$ cat src/rtl/ttsc_pkg.sv
// Shared constants, types and helpers for the truncated Taylor sine/cosine block.
// Used by ttsc_mul, ttsc_div and truncated_taylor_sin_cos; depends on nothing.
`default_nettype none

package ttsc_pkg;

    localparam int FRAC_BITS  = 12;
    localparam int ANGLE_W    = 16;
    localparam int OUT_W      = 24;
    localparam int CFG_W      = 3;
    localparam int MAX_TERMS  = 6;
    localparam int K_W        = 4;
    localparam int TERM_W     = 48;
    localparam int PROD_W     = 64;
    localparam int ACC_W      = 52;
    localparam int DIV_W      = 56;
    localparam int DIV_STEP   = 8;
    localparam int DIV_CYCLES = DIV_W / DIV_STEP;
    localparam int DIV_CNT_W  = $clog2(DIV_CYCLES);
    localparam int REM_W      = K_W;

    localparam logic [TERM_W-1:0] ONE_TERM   = TERM_W'(1) << FRAC_BITS;
    localparam logic [TERM_W-1:0] TERM_LIMIT = TERM_W'(1) << (TERM_W - 2);
    localparam logic [ACC_W-1:0]  ONE_ACC    = ACC_W'(1) << FRAC_BITS;
    localparam logic signed [ACC_W-1:0] ACC_OUT_MAX = ACC_W'((64'sd1 <<< (OUT_W - 1)) - 1);
    localparam logic signed [ACC_W-1:0] ACC_OUT_MIN = -ACC_OUT_MAX - ACC_W'(1);

    // Request to the shared divider
    typedef struct packed {
        logic           start;
        logic [K_W-1:0] divisor;
    } div_req_t;

    // Index of the last chain term, 2n-1, with n forced into 1..MAX_TERMS
    function automatic logic [K_W-1:0] last_index(input logic [CFG_W-1:0] tc);
        logic [K_W-1:0] n;
        n = K_W'(tc);
        if (n == '0) begin
            n = K_W'(1);
        end else if (n > K_W'(MAX_TERMS)) begin
            n = K_W'(MAX_TERMS);
        end
        return (n << 1) - K_W'(1);
    endfunction

    // Saturate an accumulator to the output range
    function automatic logic [OUT_W-1:0] clamp_out(input logic signed [ACC_W-1:0] v);
        logic signed [ACC_W-1:0] c;
        c = v;
        if (v > ACC_OUT_MAX) begin
            c = ACC_OUT_MAX;
        end else if (v < ACC_OUT_MIN) begin
            c = ACC_OUT_MIN;
        end
        return c[OUT_W-1:0];
    endfunction

endpackage

`default_nettype wire

$ cat src/rtl/ttsc_mul.sv
// Shared multiplier: one chain term times the angle, product registered.
// Depends on ttsc_pkg.
`default_nettype none

module ttsc_mul
    import ttsc_pkg::*;
(
    input  wire logic                     aclk,
    input  wire logic                     en,
    input  wire logic signed [TERM_W-1:0]  term,
    input  wire logic signed [ANGLE_W-1:0] angle,
    output logic signed [PROD_W-1:0]      prod_reg
);

    logic signed [PROD_W-1:0] term_ext;
    logic signed [PROD_W-1:0] angle_ext;

    assign term_ext  = {{(PROD_W - TERM_W){term[TERM_W-1]}}, term};
    assign angle_ext = {{(PROD_W - ANGLE_W){angle[ANGLE_W-1]}}, angle};

    // Capture the product when the sequencer asks for it
    always_ff @(posedge aclk) begin
        if (en) begin
            prod_reg <= term_ext * angle_ext;
        end
    end

endmodule

`default_nettype wire

$ cat src/rtl/ttsc_div.sv
// Digit-serial divider of a wide magnitude by a small divisor (1..11).
// Restoring, DIV_STEP quotient bits per cycle. Depends on ttsc_pkg.
`default_nettype none

module ttsc_div
    import ttsc_pkg::*;
(
    input  wire logic             aclk,
    input  wire logic             aresetn,
    input  wire div_req_t         req,
    input  wire logic [DIV_W-1:0] dividend,
    output logic [DIV_W-1:0]      quotient,
    output logic                  done
);

    logic                 busy_reg;
    logic                 done_reg;
    logic [DIV_CNT_W-1:0] cnt_reg;
    logic [K_W-1:0]       divisor_reg;
    logic [REM_W-1:0]     rem_reg;
    logic [DIV_W-1:0]     sh_reg;
    logic [REM_W-1:0]     rem_next;
    logic [DIV_W-1:0]     sh_next;

    // One chunk of restoring steps: shift a dividend bit in, subtract if it fits
    always_comb begin
        logic [REM_W:0] trial;
        logic [REM_W:0] diff;
        rem_next = rem_reg;
        sh_next  = sh_reg;
        for (int i = 0; i < DIV_STEP; i++) begin
            trial   = {rem_next, sh_next[DIV_W-1]};
            sh_next = sh_next << 1;
            diff    = trial - {1'b0, divisor_reg};
            if (trial >= {1'b0, divisor_reg}) begin
                rem_next   = diff[REM_W-1:0];
                sh_next[0] = 1'b1;
            end else begin
                rem_next = trial[REM_W-1:0];
            end
        end
    end

    // Load on start, advance one chunk per cycle, pulse done after the last
    always_ff @(posedge aclk) begin
        if (!aresetn) begin
            busy_reg <= 1'b0;
            done_reg <= 1'b0;
        end else begin
            done_reg <= 1'b0;
            if (req.start) begin
                busy_reg    <= 1'b1;
                sh_reg      <= dividend;
                rem_reg     <= '0;
                cnt_reg     <= '0;
                divisor_reg <= req.divisor;
            end else if (busy_reg) begin
                sh_reg  <= sh_next;
                rem_reg <= rem_next;
                cnt_reg <= cnt_reg + DIV_CNT_W'(1);
                if (cnt_reg == DIV_CNT_W'(DIV_CYCLES - 1)) begin
                    busy_reg <= 1'b0;
                    done_reg <= 1'b1;
                end
            end
        end
    end

    assign quotient = sh_reg;
    assign done     = done_reg;

endmodule

`default_nettype wire

$ cat src/rtl/truncated_taylor_sin_cos.sv
// Truncated Taylor-series sine and cosine of one Q3.12 angle per word.
// Top level: sequencer, accumulators, output register. Depends on ttsc_pkg,
// ttsc_mul and ttsc_div.
//
// Usage:
//   s_tdata carries one angle; it is taken when s_tvalid and s_tready are high.
//   m_tdata returns sine and cosine (Q11.12, saturated) for that angle.
//   cfg_wr_en/cfg_wr_data write term_count n (0 acts as 1, above 6 as 6);
//   write it only while no angle is in flight.
// Sequence:
//   The chain t(k) = round(t(k-1) * x / k) runs for k = 1 .. 2n-1 through one
//   shared multiplier and one shared 8-bit-per-cycle divider. Each term goes
//   through load, the divider's chunks, a wait to see done, and accumulate.
//   The next angle is taken only once the result of the last one has been
//   written to the output register; s_tready is high only while the block
//   is idle.
// Reset and stalls:
//   Reset returns the sequencer to idle, drops m_tvalid and sets n to 6.
//   A finished result waits in the output register while m_tready is low;
//   the next angle is accepted and computed meanwhile, and holds before its
//   result is written until the register has been emptied.
`default_nettype none

module truncated_taylor_sin_cos
    import ttsc_pkg::*;
(
    input  wire logic                 aclk,
    input  wire logic                 aresetn,
    // configuration
    input  wire logic                 cfg_wr_en,
    input  wire logic [CFG_W-1:0]     cfg_wr_data,   // term_count
    // input stream
    input  wire logic                 s_tvalid,
    output logic                      s_tready,
    input  wire logic [ANGLE_W-1:0]   s_tdata,       // [15:0] angle
    // result stream
    output logic                      m_tvalid,
    input  wire logic                 m_tready,
    output logic [2*OUT_W-1:0]        m_tdata        // [23:0] sine_value, [47:24] cosine_value
);

    typedef enum logic [2:0] {
        S_IDLE,
        S_MUL,
        S_LOAD,
        S_DIV,
        S_ACC,
        S_DONE
    } state_t;

    state_t                    state_reg;
    logic [CFG_W-1:0]          term_count_reg;
    logic signed [ANGLE_W-1:0] angle_reg;
    logic [K_W-1:0]            k_reg;
    logic [K_W-1:0]            last_reg;
    logic signed [TERM_W-1:0]  t_reg;
    logic signed [ACC_W-1:0]   sin_acc_reg;
    logic signed [ACC_W-1:0]   cos_acc_reg;
    logic                      m_tvalid_reg;
    logic [2*OUT_W-1:0]        m_tdata_reg;

    logic                      mul_en;
    logic signed [PROD_W-1:0]  prod;
    logic                      prod_neg;
    logic [PROD_W-1:0]         round_add;
    logic [PROD_W-1:0]         y_sum;
    logic [DIV_W-1:0]          dividend;
    logic [DIV_W-1:0]          quotient;
    logic                      div_done;
    div_req_t                  div_req;
    logic [TERM_W-1:0]         q_sat;
    logic signed [TERM_W-1:0]  t_new;
    logic signed [TERM_W-1:0]  signed_term;
    logic signed [ACC_W-1:0]   term_ext;

    assign s_tready = (state_reg == S_IDLE);
    assign m_tvalid = m_tvalid_reg;
    assign m_tdata  = m_tdata_reg;

    // Multiply the current term by the angle on entry and in each accumulate but the last
    assign mul_en = (state_reg == S_MUL) || ((state_reg == S_ACC) && (k_reg != last_reg));

    ttsc_mul u_mul (
        .aclk     (aclk),
        .en       (mul_en),
        .term     (t_reg),
        .angle    (angle_reg),
        .prod_reg (prod)
    );

    // Magnitude plus half the divisor, then drop the fraction bits
    always_comb begin
        prod_neg  = prod[PROD_W-1];
        round_add = PROD_W'(k_reg) << (FRAC_BITS - 1);
        if (prod_neg) begin
            y_sum = round_add + ~PROD_W'(prod) + PROD_W'(1);
        end else begin
            y_sum = PROD_W'(prod) + round_add;
        end
        dividend = DIV_W'(y_sum >> FRAC_BITS);
    end

    assign div_req = '{start: (state_reg == S_LOAD), divisor: k_reg};

    ttsc_div u_div (
        .aclk     (aclk),
        .aresetn  (aresetn),
        .req      (div_req),
        .dividend (dividend),
        .quotient (quotient),
        .done     (div_done)
    );

    // Saturate the quotient and restore the sign of the product
    always_comb begin
        if (quotient > DIV_W'(TERM_LIMIT)) begin
            q_sat = TERM_LIMIT;
        end else begin
            q_sat = quotient[TERM_W-1:0];
        end
        t_new = prod_neg ? -$signed(q_sat) : $signed(q_sat);
    end

    // Alternate sign on every second term, widen for the accumulators
    always_comb begin
        signed_term = k_reg[1] ? -t_reg : t_reg;
        term_ext    = {{(ACC_W - TERM_W){signed_term[TERM_W-1]}}, signed_term};
    end

    // Sequencer, configuration register and output register
    always_ff @(posedge aclk) begin
        if (!aresetn) begin
            state_reg      <= S_IDLE;
            m_tvalid_reg   <= 1'b0;
            term_count_reg <= CFG_W'(MAX_TERMS);
        end else begin
            if (cfg_wr_en) begin
                term_count_reg <= cfg_wr_data;
            end
            // drop the word once taken, unless a new one replaces it below
            if (m_tvalid_reg && m_tready && (state_reg != S_DONE)) begin
                m_tvalid_reg <= 1'b0;
            end
            case (state_reg)
                S_IDLE: begin
                    if (s_tvalid) begin
                        angle_reg   <= s_tdata;
                        k_reg       <= K_W'(1);
                        last_reg    <= last_index(term_count_reg);
                        t_reg       <= ONE_TERM;
                        sin_acc_reg <= '0;
                        cos_acc_reg <= ONE_ACC;
                        state_reg   <= S_MUL;
                    end
                end
                S_MUL: begin
                    state_reg <= S_LOAD;
                end
                S_LOAD: begin
                    state_reg <= S_DIV;
                end
                S_DIV: begin
                    if (div_done) begin
                        t_reg     <= t_new;
                        state_reg <= S_ACC;
                    end
                end
                S_ACC: begin
                    if (k_reg[0]) begin
                        sin_acc_reg <= sin_acc_reg + term_ext;
                    end else begin
                        cos_acc_reg <= cos_acc_reg + term_ext;
                    end
                    if (k_reg == last_reg) begin
                        state_reg <= S_DONE;
                    end else begin
                        k_reg     <= k_reg + K_W'(1);
                        state_reg <= S_LOAD;
                    end
                end
                S_DONE: begin
                    // hold until the output register is free
                    if (!m_tvalid_reg || m_tready) begin
                        m_tdata_reg  <= {clamp_out(cos_acc_reg), clamp_out(sin_acc_reg)};
                        m_tvalid_reg <= 1'b1;
                        state_reg    <= S_IDLE;
                    end
                end
                default: begin
                    state_reg <= S_IDLE;
                end
            endcase
        end
    end

endmodule

`default_nettype wire

$ cat config.mk
export PLATFORM = sky130hd
export DESIGN_NAME = truncated_taylor_sin_cos
export DESIGN_NICKNAME = d
export VERILOG_FILES = /design/src/rtl/ttsc_pkg.sv /design/src/rtl/ttsc_mul.sv /design/src/rtl/ttsc_div.sv /design/src/rtl/truncated_taylor_sin_cos.sv
export SDC_FILE = /design/constraint.sdc
export NUM_CORES = 2
export LEC_CHECK = 0
export ABC_AREA = 1
export CAP_MARGIN = 10
export CELL_PAD_IN_SITES_DETAIL_PLACEMENT = 1
export CELL_PAD_IN_SITES_GLOBAL_PLACEMENT = 1
export CORE_ASPECT_RATIO = 0.7
export CORE_MARGIN = 2
export CORE_UTILIZATION = 35
export CTS_CLUSTER_SIZE = 24
export DETAILED_ROUTE_END_ITERATION = 6
export DONT_BUFFER_PORTS = 1
export PLACE_DENSITY = 0.59
export SLEW_MARGIN = 20
export SYNTH_ARGS = -nofsm -noshare
export SYNTH_HDL_FRONTEND = slang
export SYNTH_SLANG_ARGS = --single-unit
$ cat constraint.sdc
create_clock -name aclk -period 15.11 [get_ports aclk]
set_input_delay 0.7555 -clock aclk [delete_from_list [all_inputs] [get_ports aclk]]
set_output_delay 0.7555 -clock aclk [all_outputs]
set_load 0.02 [all_outputs]
==> flow_summary_export.csv <==
group,metric,value,unit
outcome,outcome,"complete, no violations",
clock_tree,htree_levels,2,
critical_path,required,15.48,ns
detailed_routing,drt_iter0_drc,3693,
synth,ys_warn_count,0,
job,maxCapViolCount,0,
detailed_routing,drtAntennaViolNets,0,
floorplan,core,148100,um2
critical_path,critical_path_class,"register to register",
critical_path,worstPathArrival,13.26,ns
grt,antenna_found_initial,6,
clock_tree,ctsResizeCount,0,
critical_path,cp_slowest_stage_delay,0.70,ns
floorplan,die_h,327.5,um
worst_hold_path,holdCritStartpoint,"s_tdata[10]",
detailed_routing,vias,44180,
detailed_routing,drc,0,
sta,rsz0062_at_grt,"false",
synth,synth_area,52310,um2
detailed_routing,post_drt_wl_per_cell,22.87,um
synth,synthFlopType,"edfxtp_1",
synth,synth.ff_latch_count,363,
synth,synth_nets,7629,
sta,hold_viol,0,
floorplan,io_pins,74,
critical_path,start_kind,"register",
critical_path,startpoint,"u_div.divisor_reg[1]",
layout,area_growth,7.465,%
critical_path,critPathBufInv,6,
floorplan,dieArea,152600,um2
clock_tree,cts_buffer_depth,3,
sta,relSlewSlack,13.72,%
placement,gp_congestion,0.9120,
clock_tree,post_cts_buffers,0,
clock_tree,cts.hold.buffers_added,0,
critical_path,path_max_fanout,10,
placement,dpl.hpwl,155600,um
grt,grt_usage,25.76,%
worst_hold_path,hold_class,"primary input to register",
clock_tree,ctsRootBufferMaster,"clkbuf_16",
critical_path,cp_top_family,"simple AND/OR/NAND/NOR gates",
synth,async_reset_ff_share,0,%
clock_tree,cts_tree,"built",
grt,grt_pass1_vias,45660,
layout,layout-drive-gt1-share,4.018,%
sta,maxSlewViolCount,0,
synth,synth_edf_count,354,
sta,finalCritPeriodShare,85.29,%
critical_path,rr_startpoint,"u_div.divisor_reg[1]",
grt,grt_overflow_total,0,
critical_path,slowest_stage,"edfxtp_1",
critical_path,cp_common_cell,"nand2_1",
detailed_routing,firstDrtPassIters,6,
clock_tree,clock-sinks,363,
floorplan,initial_core_util,35.32,%
sta,worst_slew_pin_slew,1.262,ns
sta,fin_skew,0.04813,ns
synth,synthCells,6590,
clock_tree,clkTransAtPathRegs,0.07,ns
sta,setup_viol,0,
grt,grt_max_degree,64,
synth,yosysUniqueCellTypes,65,
layout,largest_reg_flops,64,
clock_tree,cts_inserted_buffers,48,
detailed_routing,viasPerCell,5.196,
synth,avgSynthCellArea,7.938,um2
sta,fmax,77.60,MHz
floorplan,die_x,466.1,um
detailed_routing,totalWireLength,194500,um
synth,synth_seq_area_share,20.67,%
sta,fin_crit,12.89,ns
placement,portBuffers,0,
sta,fin_tns_setup,0,ns
floorplan,rows,118,
clock_tree,clkLatencyLatePin,0.68,ns
critical_path,endpoint_kind,"register",
grt,grt_pass1_wl,297500,um
layout,final_nets,7521,
-- cell type report --
class                   count  area (um2)
flip-flops and latches    363       10810
fillers                 17930       91870
repair buffers             93       698.2
clock inverters            34       364.1
well taps                1980        2477
multi-input cells        4408       34730
diodes                      1       2.502
inverters                1568        5886
clock buffers              55        1249
-- routing by layer --
metal	global-route usage (%)	wire [um]
met3	3.419	12450
met2	35.53	77080
met5	0	8
met1	42.63	102400
met4	3.430	2548
-- final timing paths --
kind	endpoint	slack [ns]	depth (start not counted)
min reg2reg	u_div.done	0.47	2
min	angle_reg[10]	0.17	0
max reg2reg	u_div.rem_reg[3]	2.22	69
max	u_div.rem_reg[3]	2.22	69
-- synthesized netlist by cell type (4+ instances only) --
library cell | number | area, um2
o21ai_1 | 11 | 55.05
a31oi_1 | 49 | 306.5
nand2_4 | 6 | 67.56
o21a_1 | 54 | 405.4
o221ai_1 | 7 | 61.31
o22ai_1 | 9 | 56.30
clkbuf_1 | 181 | 679.4
inv_1 | 1559 | 5852
o21bai_1 | 12 | 90.09
dfxtp_1 | 9 | 180.2
o211ai_1 | 8 | 60.06
o31ai_1 | 19 | 142.6
nand3_2 | 5 | 50.05
nor2_1 | 428 | 1607
a21oi_1 | 432 | 2162
a2111oi_0 | 4 | 35.03
inv_2 | 6 | 22.52
o21ai_0 | 293 | 1466
a21o_1 | 16 | 120.1
a21boi_0 | 11 | 82.58
nor3_1 | 105 | 525.5
ha_1 | 294 | 3679
nor2_2 | 6 | 37.54
xor2_1 | 129 | 1130
edfxtp_1 | 354 | 10630
buf_4 | 5 | 37.54
nand3_1 | 131 | 655.6
o41ai_1 | 8 | 70.07
buf_2 | 6 | 30.03
xnor2_1 | 68 | 595.6
nand2_1 | 1350 | 5067
a21boi_1 | 4 | 30.03
fa_1 | 721 | 14430
a21oi_2 | 6 | 52.55
nor3b_1 | 4 | 30.03
nand4_1 | 66 | 412.9
or2_2 | 20 | 125.1
nand3_4 | 7 | 122.6
nand3b_1 | 9 | 67.56
o2111ai_1 | 4 | 35.03
nor4_1 | 68 | 425.4
buf_1 | 55 | 206.5
nand2_2 | 11 | 68.82
-- layout by cell type, fill, tap and decap left out, types with 12 or more instances in the layout --
master     synthesis  final
a31oi_1           49     49
xor2_1           129    129
nand4_1           66     66
edfxtp_1         354    354
buf_4              5     93
a21oi_1          432    427
nor2_1           428    427
xnor2_1           68     68
o21bai_1          12     12
fa_1             721    721
a21o_1            16     16
ha_1             294    294
o21ai_0          293    291
clkbuf_16          0     49
clkinv_2           0     14
o21a_1            54     54
inv_1           1559   1559
or2_2             20     20
nor3_1           105    101
o31ai_1           19     19
nor4_1            68     68
nand2_1         1350   1350
nand3_1          131    131
-- stage by stage --
| step | utilization [%] | hold slack, ns | instances | setup slack, ns | instance area, um2 |
|---|---|---|---|---|---|
| after floorplan | - | 0.4424 | 6590 | 4.267 | 52310 |
| after detailed placement | 36.87 | 0.4701 | 8412 | 2.061 | 54600 |
| final | 37.96 | 0.1717 | 8502 | 2.223 | 56220 |
| after CTS | 37.96 | 0.1110 | 8501 | 2.041 | 56210 |
| after global placement | 36.87 | 0.4590 | 8412 | 2.143 | 54600 |
| after global routing | 37.96 | 0.1391 | 8501 | 0.6656 | 56210 |
-- cell families after synthesis --
| group | share of synthesized area [%] |
|---|---|
| buf+inv | 13.15 |
| fa+ha+maj | 34.62 |
| compound gates | 10.32 |
| xor+xnor | 3.298 |
| simple gates | 17.94 |
| flops | 20.67 |
Power is left out: the tool's default activity adds up to more than one toggle a clock period on the data nets, which glitch-free logic cannot reach.
